## src/sv/crr_pkg.sv

```systemverilog
// ---------------------------------------------------------------------------
// crr_pkg: shared types and constants for contained read removal
// Holds default sizes, the controller state type and the command/status
// structures between controller and datapath.
// ---------------------------------------------------------------------------
`default_nettype none
package crr_pkg;

    localparam int unsigned DefMaxReads   = 64;
    localparam int unsigned DefMaxReadLen = 128;
    localparam int unsigned PosW          = 24;
    localparam int unsigned SymW          = 8;
    localparam int unsigned LenW          = 8;
    localparam int unsigned NumW          = 6;

    typedef enum logic [3:0] {
        S_LOAD,
        S_CLEAR,
        S_OUTER,
        S_PAIR,
        S_CMP_ISSUE,
        S_CMP_CHECK,
        S_EMIT
    } t_state;

    // Controller to datapath commands.
    typedef struct packed {
        logic load;        // store the accepted character
        logic clr_set;     // end of run: reset counters
        logic clr_marks;   // clear delete marks
        logic i_init;      // i <= 0, j <= 1
        logic i_next;      // i <= i + 1
        logic j_next;      // j <= j + 1
        logic pair_calc;   // fetch starts and lengths of reads i and j
        logic k_init;      // k <= 0
        logic cmp_rd;      // issue symbol reads for k, then k++
        logic del_inner;   // mark the inner read deleted
        logic emit_init;   // output index <= 0
        logic emit_next;   // output index ++
    } t_cmd;

    // Datapath to controller status.
    typedef struct packed {
        logic n_zero;      // no reads loaded
        logic i_end;       // i reached count
        logic i_del;       // read i deleted
        logic j_end;       // j reached count
        logic j_del;       // read j deleted
        logic pair_ok;     // spans nest
        logic k_last;      // last character issued
        logic sym_eq;      // registered symbols equal
        logic inner_is_i;  // inner read is read i
        logic emit_last;   // current output is the last
    } t_stat;

endpackage
`default_nettype wire

```

## src/sv/crr_ctrl.sv

```systemverilog
// ---------------------------------------------------------------------------
// crr_ctrl: sequencing controller
// Steps through load, clear, the pairwise pass and result emission.
// ---------------------------------------------------------------------------
`default_nettype none
module crr_ctrl (
    input  wire logic          i_clk,
    input  wire logic          i_rst_n,
    input  wire logic          i_in_acc,
    input  wire logic          i_set_done,
    input  wire logic          i_out_acc,
    input  wire crr_pkg::t_stat i_stat,
    output crr_pkg::t_cmd       o_cmd,
    output logic               o_in_ready,
    output logic               o_out_valid
);
    import crr_pkg::*;

    t_state r_state, n_state;
    // Compare pipeline: one read in flight whose data lands in the next cycle.
    logic r_last_pend, n_last_pend;

    always_ff @(posedge i_clk) begin
        if (!i_rst_n) begin
            r_state     <= S_LOAD;
            r_last_pend <= 1'b0;
        end else begin
            r_state     <= n_state;
            r_last_pend <= n_last_pend;
        end
    end

    always_comb begin
        n_state     = r_state;
        n_last_pend = r_last_pend;
        unique case (r_state)
            S_LOAD: begin
                if (i_in_acc && i_set_done) n_state = S_CLEAR;
            end
            S_CLEAR: n_state = i_stat.n_zero ? S_LOAD : S_OUTER;
            S_OUTER: begin
                if (i_stat.i_end) n_state = S_EMIT;
                else if (i_stat.i_del) n_state = S_OUTER;
                else if (i_stat.j_end) n_state = S_OUTER;
                else if (i_stat.j_del) n_state = S_OUTER;
                else n_state = S_PAIR;
            end
            S_PAIR: begin
                if (!i_stat.pair_ok) n_state = S_OUTER;
                else n_state = S_CMP_ISSUE;
            end
            S_CMP_ISSUE: begin
                n_last_pend = i_stat.k_last;
                n_state     = S_CMP_CHECK;
            end
            S_CMP_CHECK: begin
                if (!i_stat.sym_eq) n_state = S_OUTER;
                else if (r_last_pend) n_state = S_OUTER;
                else n_state = S_CMP_ISSUE;
            end
            S_EMIT: begin
                if (i_out_acc && i_stat.emit_last) n_state = S_LOAD;
            end
            default: n_state = S_LOAD;
        endcase
    end

    always_comb begin
        o_cmd       = '0;
        o_in_ready  = 1'b0;
        o_out_valid = 1'b0;
        unique case (r_state)
            S_LOAD: begin
                o_in_ready   = 1'b1;
                o_cmd.load   = i_in_acc;
            end
            S_CLEAR: begin
                o_cmd.clr_marks = 1'b1;
                o_cmd.i_init    = 1'b1;
                o_cmd.emit_init = 1'b1;
                o_cmd.clr_set   = i_stat.n_zero;
            end
            S_OUTER: begin
                if (i_stat.i_end) begin
                    o_cmd.emit_init = 1'b1;
                end else if (i_stat.i_del || i_stat.j_end) begin
                    o_cmd.i_next = 1'b1;
                end else if (i_stat.j_del) begin
                    o_cmd.j_next = 1'b1;
                end else begin
                    o_cmd.pair_calc = 1'b1;
                end
            end
            S_PAIR: begin
                o_cmd.k_init = 1'b1;
                if (!i_stat.pair_ok) o_cmd.j_next = 1'b1;
            end
            S_CMP_ISSUE: o_cmd.cmp_rd = 1'b1;
            S_CMP_CHECK: begin
                if (!i_stat.sym_eq) begin
                    o_cmd.j_next = 1'b1;
                end else if (r_last_pend) begin
                    o_cmd.del_inner = 1'b1;
                    // If i is deleted the inner loop ends.
                    if (i_stat.inner_is_i) o_cmd.i_next = 1'b1;
                    else o_cmd.j_next = 1'b1;
                end
            end
            S_EMIT: begin
                o_out_valid     = 1'b1;
                o_cmd.emit_next = i_out_acc;
                o_cmd.clr_set   = i_out_acc && i_stat.emit_last;
            end
            default: ;
        endcase
    end

endmodule
`default_nettype wire

```

## config.mk

```make
export PLATFORM = sky130hd
export DESIGN_NAME = crr_ctrl
export DESIGN_NICKNAME = d
export VERILOG_FILES = /design/src/sv/crr_pkg.sv /design/src/sv/crr_ctrl.sv
export SDC_FILE = /design/constraint.sdc
export NUM_CORES = 1
export LEC_CHECK = 0
export BUFFER_PORTS_ARGS = -buffer_cell sky130_fd_sc_hd__buf_2
export CORE_AREA = 2 2 39 41
export CTS_BUF_LIST = sky130_fd_sc_hd__clkbuf_8
export DETAILED_ROUTE_END_ITERATION = 10
export DIE_AREA = 0 0 41 43
export GPL_ROUTABILITY_DRIVEN = 1
export GPL_TIMING_DRIVEN = 0
export PLACE_DENSITY = 0.57
export SETUP_SLACK_MARGIN = 0.02
export SYNTH_ARGS = -nofsm -noshare
export SYNTH_HDL_FRONTEND = slang
export SYNTH_SLANG_ARGS = --single-unit
```

## constraint.sdc

```tcl
create_clock -name i_clk -period 1.8 [get_ports i_clk]
set_input_delay 0.18 -clock i_clk [delete_from_list [all_inputs] [get_ports i_clk]]
set_output_delay 0.18 -clock i_clk [all_outputs]
set_load 0.005 [all_outputs]
```

==> metrics.md, run 1 <==
| Metric | Value |
|---|---|
| Flop-to-flop setup slack | `280 ps` |
| Routability cong. | `0.6908` |
| Final non-filler cell total | `104` |
| Synthesized Nets | `between 70 and 80` |
| Reg2reg end | `r_state[0]$_SDFFE_PN0P_` |
| Final setup margin | `-25.66 ps` |
| Initial DRT Pass Iterations | `4` |
| Sequential area share after synthesis | `21.40%` |
| Die width | `41 um` |
| Reg clk slew, reported paths | `30 ps` |
| H-tree Lvls | `1` |
| PortBufs | `28` |
| Worst EP required | `1620 ps` |
| Total vias in the final route | `484` |
| CTS tree | `built` |
| Tmin final | `between 1500 and 2000 ps` |
| Worst setup path start | `r_state[0]$_SDFFE_PN0P_` |
| Final Slew Violations | `0` |
| Worst r2r src | `r_state[0]$_SDFFE_PN0P_` |
| Diodes inserted | `0` |
| FF-to-FF path depth | `4` |
| Final Hold Fails | `0` |
| YS warnings | `0` |
| Synth top area share | `a little over a fifth` |
| IO Pins | `29` |
| Area Growth Syn to Fin | `55.18%` |
| GRT Overall Usage | `13.88%` |
| Initial Util | `between 20% and 30%` |
| Period utilization | `101.4%` |
| CP max FO | `5` |
| DR vias/cell | `between 4 and 5` |
| Fmax | `547.7 MHz` |
| Routed Antenna Nets | `0` |
| Failing checks | `setup timing` |
| Drt drc | `0` |
| Synth Instances | `57` |
| Crit path launch type | `flip-flop` |
| Hold_ws | `217.6 ps` |
| Clk_lat worst skew | `approximately 220 ps` |
| Num CTS Buffers | `3` |
| Crit path arrival time | `1650 ps` |
| Inst Count DP | `101` |
| CTS Sinks | `4` |
| Hold Path Stages | `3` |
| Worst Tran Pin Value | `310.0 ps` |
| Largest net degree at the start of global routing | `11` |
| Mapped cell area | `between 300 and 400 sq um` |
| Synth area leader | `dfxtp_1` |
| Yosys cell types | `23` |
| Layout cell share with drive strength beyond 1 | `around 47%` |
| Vias in the first global route | `446` |
| Top cells by area, synth | `dfxtp_1, o21ai_0, nor2_1` |
| Initial antenna violation count | `0` |
| # hold bufs at CTS | `0` |
| Total power | `0.3518 mW` |
| FILL cells | `158` |
| NumNets Final | `105` |
| WHS Endpoint | `r_last_pend$_SDFFE_PN0P_` |
| Finish-stage setup viols | `2` |
| Total grt overflow | `0` |
| Clock Skews | `0.09159 ps` |
| Routed WL | `between 1000 and 1500 um` |
| P_leak | `approximately 0.30 nW` |
| DP Wirelength | `833.8 um` |
| Core ar. | `1384 sq um` |
| Max-cap viol count | `0` |
| Util after Layout | `41.95%` |
| Status | `complete, but fails checks` |
| RSZ-0062 raised after global routing | `true` |
| Flops & latches, synth | `4` |
| Drt wl/cell | `between 9 and 10 um` |
| Global-route wire length before repair | `1669 um` |
| Power per Cell Area | `606.0 nW/um^2` |
| Avg Inst Size Synth | `6.563 sq um` |
| Area after DPL | `534.3 sq um` |
| Critical path class | `flip-flop to primary output` |
| Die H | `43 um` |
| Initial drt markers | `11` |
| Row cnt | `14` |
| Max_slew headroom | `79.17%` |
| DIE AREA | `approximately 1800 sq um` |
| Clock Path Buffers | `2` |
| Min-delay worst type | `input pin to flip-flop` |
| Root Buffer | `clkbuf_8` |
| Finished Cell Area | `580.6 sq um` |
| Peak VDD IR | `283.4 uV` |
| Hold path startpoint | `i_stat[3]` |
| Worst Setup End Kind | `primary output` |
==> registers in the layout (all words and copies together), names as in the netlist <==
name and count:
r_state 3, r_last_pend 1
==> layer usage <==
metal | wire length [um] | track usage, % | vias up
li1 | - | - | 258
met1 | 447 | 16.83 | 204
met2 | 471 | 21.25 | 20
met3 | 80 | 1.571 | 2
met4 | 21 | 10.00 | 0
met5 | 0 | 0 | -
==> critical path, cell delays in order, from the launching register on <==
cell	delay, ps
dfxtp_2	330
or4b_4	520
or3_4	360
o21ai_2	110
buf_2	110
==> through the flow <==
step	setup TNS [ps]	worst slack, ps
after floorplan	0	159.7
after global placement	0	58.50
after detailed placement	0	56.57
after CTS	-200.8	-117.6
after global routing	-109.6	-79.51
final	-25.74	-25.66
==> power breakdown <==
part | leakage [nW] | total, mW | switching (mW) | internal [mW]
Combinational | 0.242 | 0.0669 | 0.0329 | 0.0340
Clock | 0.0216 | 0.189 | 0.0466 | 0.143
Sequential | 0.0338 | 0.0958 | 0.00340 | 0.0924
==> worst max-delay path by stage <==
stage                          end  slack, ps  cells after the start
after CTS                 o_cmd[6]       -120                      5
after global placement    o_cmd[6]         60                      5
after detailed placement  o_cmd[6]         60                      5
final                     o_cmd[6]        -30                      4
after global routing      o_cmd[6]        -80                      4
after floorplan           o_cmd[6]        160                      4
==> placed cells by master (no fill, tap or decap), drive strengths merged <==
master	n
nand2b	3
o2bb2ai	1
a21boi	1
clkbuf	4
nand2	7
or3	2
a32oi	1
and2	3
or2b	1
o21ai	6
inv	3
or4b	1
buf	30
o22a	1
nand3	4
nor2	9
a21oi	4
nor3	2
dfxtp	4
o31ai	1
==> layout make-up <==
class | count | area (sq um) | share of cell area, %
multi-input cells | 47 | 264.0 | 45.47
repair buffers | 29 | 147.6 | 25.43
flip-flops and latches | 4 | 83.83 | 14.44
clock buffers | 3 | 41.29 | 7.112
well taps | 16 | 20.02 | 3.448
plain buffers | 2 | 12.51 | 2.155
inverters | 3 | 11.26 | 1.940
==> cell families after synthesis <==
family	share of synthesized area, %
compound gates	24.42
flops	21.41
simple gates	45.16
buf+inv	9.029
==> Yosys cell counts, drive strengths merged <==
cell / count
or2b: 1
o2bb2ai: 1
or3: 2
nor3: 2
inv: 3
o31ai: 1
o22a: 1
a32oi: 1
dfxtp: 4
nor2: 9
buf: 2
nand2: 7
a21boi: 1
and2: 3
a21oi: 4
clkbuf: 1
or4b: 1
nand2b: 3
o21ai: 6
nand3: 4
==> repair_timing <==
item / 4_1_cts / 5_1_grt
buffers inserted: 1 / 0
setup endpoints to repair: 2 / 4
pin swaps: 4 / 4
gates cloned: 0 / 0
gates resized for setup: 2 / 5
Power figures use the tool's default switching activity.
==> run 2, diff against run 1 <==
--- a/config.mk
+++ b/config.mk
@@ -13,7 +13,7 @@
 export GPL_ROUTABILITY_DRIVEN = 1
 export GPL_TIMING_DRIVEN = 0
 export PLACE_DENSITY = 0.57
-export SETUP_SLACK_MARGIN = 0.02
+export SETUP_SLACK_MARGIN = 0.3
 export SYNTH_ARGS = -nofsm -noshare
 export SYNTH_HDL_FRONTEND = slang
 export SYNTH_SLANG_ARGS = --single-unit
==> metrics.md, run 2 (synthesis gave the netlist of run 1 again) <==
| Metric | Value |
|---|---|
| Max reg flops | `3` |
| Commonest non-fill, non-tap cell in the layout | `buf_2` |
| Clk pwr share | `53.1%` |
| GRT Overall Usage | `13.05%` |
| H-tree Lvls | `1` |
| Largest registers | `r_state (3), r_last_pend (1)` |
| CTS Sinks | `4` |
| Most flops, register | `r_state` |
| Crit path launch type | `flip-flop` |
| Peak VDD IR | `324.1 uV` |
| DP Wirelength | `823.5 um` |
| Worst Setup End Kind | `primary output` |
| Max-cap viol count | `0` |
| Period utilization | `103.0%` |
| Total grt overflow | `0` |
| Global-route wire length before repair | `1573 um` |
| FILL cells | `149` |
| Flop-to-flop setup slack | `260 ps` |
| Finish-stage setup viols | `2` |
| Initial Util | `a little over a quarter` |
| Diodes inserted | `0` |
| Num CTS Buffers | `3` |
| Routed Antenna Nets | `0` |
| Failing checks | `setup timing` |
| Final Slew Violations | `0` |
| Min-delay worst type | `input pin to flip-flop` |
| Initial DRT Pass Iterations | `4` |
| Met1 Track Usage GR | `17.04%` |
| Die H | `43 um` |
| Worst Tran Pin Value | `232.9 ps` |
| Clock Skews | `0.7448 ps` |
| P_leak | `0.3205 nW` |
| Fmax | `539.4 MHz` |
| Power per Cell Area | `about 550 nW/um^2` |
| CP max FO | `3` |
| DIE AREA | `1763 sq um` |
| Max_slew headroom | `84.39%` |
| Vias in the first global route | `397` |
| Status | `complete, but fails checks` |
| Worst EP required | `1620 ps` |
| PortBufs | `28` |
| Reg clk slew, reported paths | `30 ps` |
| Drt drc | `0` |
| Die width | `~41 um` |
| Clock Path Buffers | `2` |
| Initial antenna violation count | `0` |
| Area after DPL | `538.0 sq um` |
| # hold bufs at CTS | `0` |
| Routability cong. | `0.6998` |
| Layout cell share with drive strength beyond 1 | `about 56%` |
| Drt wl/cell | `10.00 um` |
| Crit path arrival time | `1670 ps` |
| Root Buffer | `clkbuf_8` |
| Met2 GRT Util | `between 10% and 20%` |
| RSZ-0062 raised after global routing | `true` |
| NumNets Final | `108` |
| Switching part of the total | `24.33%` |
| IO Pins | `29` |
| Final Hold Fails | `0` |
| Sequential group share of total power | `26.6%` |
| Tmin final | `roughly 1900 ps` |
| Area Growth Syn to Fin | `73.24%` |
| Commonest cells after routing, fill and taps aside | `buf_2, nand2_1, nor2_1, o21ai_0` |
| CTS tree | `built` |
| Finished Cell Area | `648.1 sq um` |
| Total vias in the final route | `between 500 and 600` |
| Switch Pwr | `approximately 0.087 mW` |
| Clk_lat worst skew | `220 ps` |
| Routed WL | `1070 um` |
| Core ar. | `1384 sq um` |
| Initial drt markers | `5` |
| Total power | `0.3590 mW` |
| Met3 usage | `3.141%` |
| Row cnt | `14` |
| Critical path class | `flip-flop to primary output` |
| Comb pwr share | `20.4%` |
| Setup TNS | `-79.98 ps` |
| Final setup margin | `-53.97 ps` |
| Largest net degree at the start of global routing | `11` |
| Grt peak-use layer | `met2` |
| Internal | `roughly 0.27 mW` |
| DR vias/cell | `4.869` |
## run 2: cell types whose count changed in the layout (fill, tap and decap cells not counted), moves of 2 or more
cell     delta
buf_6       +3
nor2_1      -3
dfxtp_2     -2
nor2_2      +2
## run 2: what timing repair did
item                                    CTS  global route
resized for setup                         7            10
buffers inserted                          2             1
endpoints found under the setup margin   10            11
pin swaps                                 4             3
## run 2: path summary, 6_finish.rpt
path	from	cells after the start	to
max reg2reg	r_state[2]$_SDFFE_PN0P_	5	r_state[0]$_SDFFE_PN0P_
min reg2reg	r_last_pend$_SDFFE_PN0P_	2	r_last_pend$_SDFFE_PN0P_
min	i_stat[3]	3	r_last_pend$_SDFFE_PN0P_
max	r_state[2]$_SDFFE_PN0P_	5	o_cmd[6]
## run 2: layout make-up
class                           instances  area, sq um  area share [%]
Multi-Input combinational cell         47        294.0           45.37
Timing Repair Buffer                   31        166.4           25.68
Sequential cell                         4        85.08           13.13
Clock buffer                            3        41.29           6.371
Buffer                                  3        30.03           4.633
Tap cell                               16        20.02           3.089
Inverter                                3        11.26           1.737
## run 2: routing by layer
layer / vias to the layer above / part of all wire [%]
li1: 269 / -
met3: 4 / 7.4
met1: 223 / 42
met2: 25 / 48
met5: - / 0
met4: 0 / 2.5
## run 2: power by group through the flow
stage | Clock (mW) | Combinational [mW] | Sequential, mW
after floorplan | 0 | 0.0332 | 0.0952
after global placement | 0 | 0.0666 | 0.0963
after detailed placement | 0 | 0.0669 | 0.0962
after CTS | 0.193 | 0.0707 | 0.0951
after global routing | 0.196 | 0.0822 | 0.0956
final | 0.190 | 0.0731 | 0.0954
## run 2: critical path: stages, from the launching register on
cell	delay [ps]
dfxtp_1	300
buf_6	110
or4b_4	470
or3_4	360
o21ai_2	110
buf_2	110
## run 2: metrics by stage
| stage | cells | worst slack, ps | hold slack [ps] | utilization, % |
|---|---|---|---|---|
| finish | 107 | -53.97 | 215.6 | 46.84 |
| global route | 107 | -110.9 | 249.7 | 46.84 |
| CTS | 106 | -122.6 | 217.9 | 44.30 |
| detailed placement | 101 | 91.51 | 445.6 | 38.88 |
| global placement | 101 | 95.46 | 438.8 | 38.88 |
| floorplan | 57 | 219.1 | 324.9 | - |
==> run 3, diff against run 2 <==
--- a/config.mk
+++ b/config.mk
@@ -14,6 +14,7 @@
 export GPL_TIMING_DRIVEN = 0
 export PLACE_DENSITY = 0.57
 export SETUP_SLACK_MARGIN = 0.3
+export SKIP_CTS_REPAIR_TIMING = 1
 export SYNTH_ARGS = -nofsm -noshare
 export SYNTH_HDL_FRONTEND = slang
 export SYNTH_SLANG_ARGS = --single-unit
==> metrics.md, run 3 (synthesis gave the netlist of run 1 again) <==
| Metric | Value |
|---|---|
| Die width | `41 um` |
| Reg2reg end | `r_state[0]$_SDFFE_PN0P_` |
| NumNets Final | `107` |
| Largest net degree at the start of global routing | `11` |
| Period utilization | `107.1%` |
| CP cell instances | `buf_6 > or4b_4 > or3_4 > o21ai_2 > buf_2` |
| Global-route wire length before repair | `1449 um` |
| H-tree Lvls | `1` |
| Power per Cell Area | `570.1 nW/um^2` |
| Clock Path Buffers | `2` |
| DIE AREA | `1763 sq um` |
| GRT Overall Usage | `12.05%` |
| Clock Skews | `0.7880 ps` |
| Flop-to-flop setup slack | `between 200 and 250 ps` |
| Diodes inserted | `0` |
| RSZ-0062 raised after global routing | `true` |
| Area after DPL | `538.0 sq um` |
| Worst Tran Pin Value | `232.6 ps` |
| Commonest non-fill, non-tap cell in the layout | `buf_2` |
| Min-delay worst type | `input pin to flip-flop` |
| Setup TNS | `-205.9 ps` |
| Total vias in the final route | `506` |
| WP depth | `5` |
| Routability cong. | `0.6998` |
| Initial drt markers | `5` |
| Die H | `43 um` |
| Max-cap viol count | `0` |
| IO Pins | `29` |
| Max reg flops | `3` |
| Worst r2r src | `r_state[2]$_SDFFE_PN0P_` |
| Root Buffer | `clkbuf_8` |
| Reg clk slew, reported paths | `30 ps` |
| Fmax | `518.9 MHz` |
| Critical path capture point | `o_cmd[6]` |
| Clk_lat worst skew | `220 ps` |
| Core ar. | `1384 sq um` |
| Routed Antenna Nets | `0` |
| Sequential Area | `85.08 sq um` |
| Area Growth Syn to Fin | `67.22%` |
| CP bufs+invs | `2` |
| Failing checks | `setup timing` |
| Crit path arrival time | `1750 ps` |
| Initial antenna violation count | `0` |
| DR vias/cell | `about 4.8` |
| P_leak | `around 0.31 nW` |
| CTS tree | `built` |
| Slowest cell on the critical path | `or4b_4` |
| Final Hold Fails | `0` |
| Num CTS Buffers | `3` |
| Layout cell share with drive strength beyond 1 | `53.33%` |
| Row cnt | `14` |
| Peak VDD IR | `323.3 uV` |
| Largest registers | `r_state (3), r_last_pend (1)` |
| CP max FO | `6` |
| Total grt overflow | `0` |
| CP peak stage delay | `480 ps` |
| CP delay by family, top | `simple AND/OR/NAND/NOR gates` |
| Most flops, register | `r_state` |
| FILL cells | `154` |
| Commonest cells after routing, fill and taps aside | `buf_2, nor2_1, nand2_1` |
| Worst Setup End Kind | `primary output` |
| PortBufs | `28` |
| Status | `complete, but fails checks` |
| Final setup margin | `-127.2 ps` |
| Vias in the first global route | `366` |
| Initial DRT Pass Iterations | `4` |
| Drt wl/cell | `9.934 um` |
| Worst EP required | `between 1500 and 2000 ps` |
| Worst setup path start | `r_state[2]$_SDFFE_PN0P_` |
| Hold path startpoint | `i_stat[3]` |
| Finish-stage setup viols | `2` |
| FF-to-FF path depth | `5` |
| Routed WL | `1053 um` |
| Area of the multi-input gates | `286.5 sq um` |
| Initial Util | `about 27%` |
| Drt drc | `0` |
| Crit path launch type | `flip-flop` |
| Finished Cell Area | `625.6 sq um` |
| DP Wirelength | `between 800 and 900 um` |
| CTS Sinks | `4` |
| Critical path class | `flip-flop to primary output` |
| Final Slew Violations | `0` |
| Tmin final | `just under 2000 ps` |
| Max_slew headroom | `between 80 and 90%` |
-- run 3: metal layers --
metal | global-route usage [%] | wire length (um) | up-vias | part of all wire [%]
met1 | 16.40 | 460 | 215 | 44
met5 | 0 | 0 | - | 0
met3 | 3.141 | 74 | 4 | 7.0
met2 | 15.94 | 491 | 22 | 47
li1 | - | - | 265 | -
met4 | 8.000 | 27 | 0 | 2.6
-- run 3: final cells by class --
class	count	area share (%)
Buffer	3	4.200
Clock buffer	3	6.600
Inverter	3	1.800
Multi-Input combinational cell	47	45.80
Sequential cell	4	13.60
Tap cell	16	3.200
Timing Repair Buffer	30	24.80
-- run 3: where the power goes --
part | switching (mW) | total, mW | internal [mW]
Combinational | 0.0352 | 0.0714 | 0.0361
Sequential | 0.00380 | 0.0950 | 0.0912
Clock | 0.0477 | 0.190 | 0.143
Total | 0.0867 | 0.357 | 0.270
-- run 3: worst min-delay path: stages --
cell	delay, ps
buf_2	90
nand2_1	40
a21boi_0	60
-- run 3: through the flow --
stage                     worst slack, ps  utilization, %  hold WS [ps]  instances  total power, mW
final                              -127.2           45.21         215.8        106           0.3566
after CTS                          -139.6           41.86         217.9        104           0.3550
after detailed placement            91.51           38.88         445.6        101           0.1631
after global routing               -183.1           45.21         249.7        106           0.3716
after global placement              95.46           38.88         438.8        101           0.1629
after floorplan                     219.1               -         324.9         57           0.1285
-- run 3: how the worst min path moves through the flow --
stage | slack, ps | cells past startpoint | endpoint
3_3_place_gp | 440 | 3 | r_last_pend$_SDFFE_PN0P_
5_1_grt | 250 | 3 | r_last_pend$_SDFFE_PN0P_
4_1_cts | 220 | 3 | r_last_pend$_SDFFE_PN0P_
3_5_place_dp | 450 | 3 | r_last_pend$_SDFFE_PN0P_
6_report | 220 | 3 | r_last_pend$_SDFFE_PN0P_
2_1_floorplan | 320 | 2 | r_last_pend$_SDFFE_PN0P_
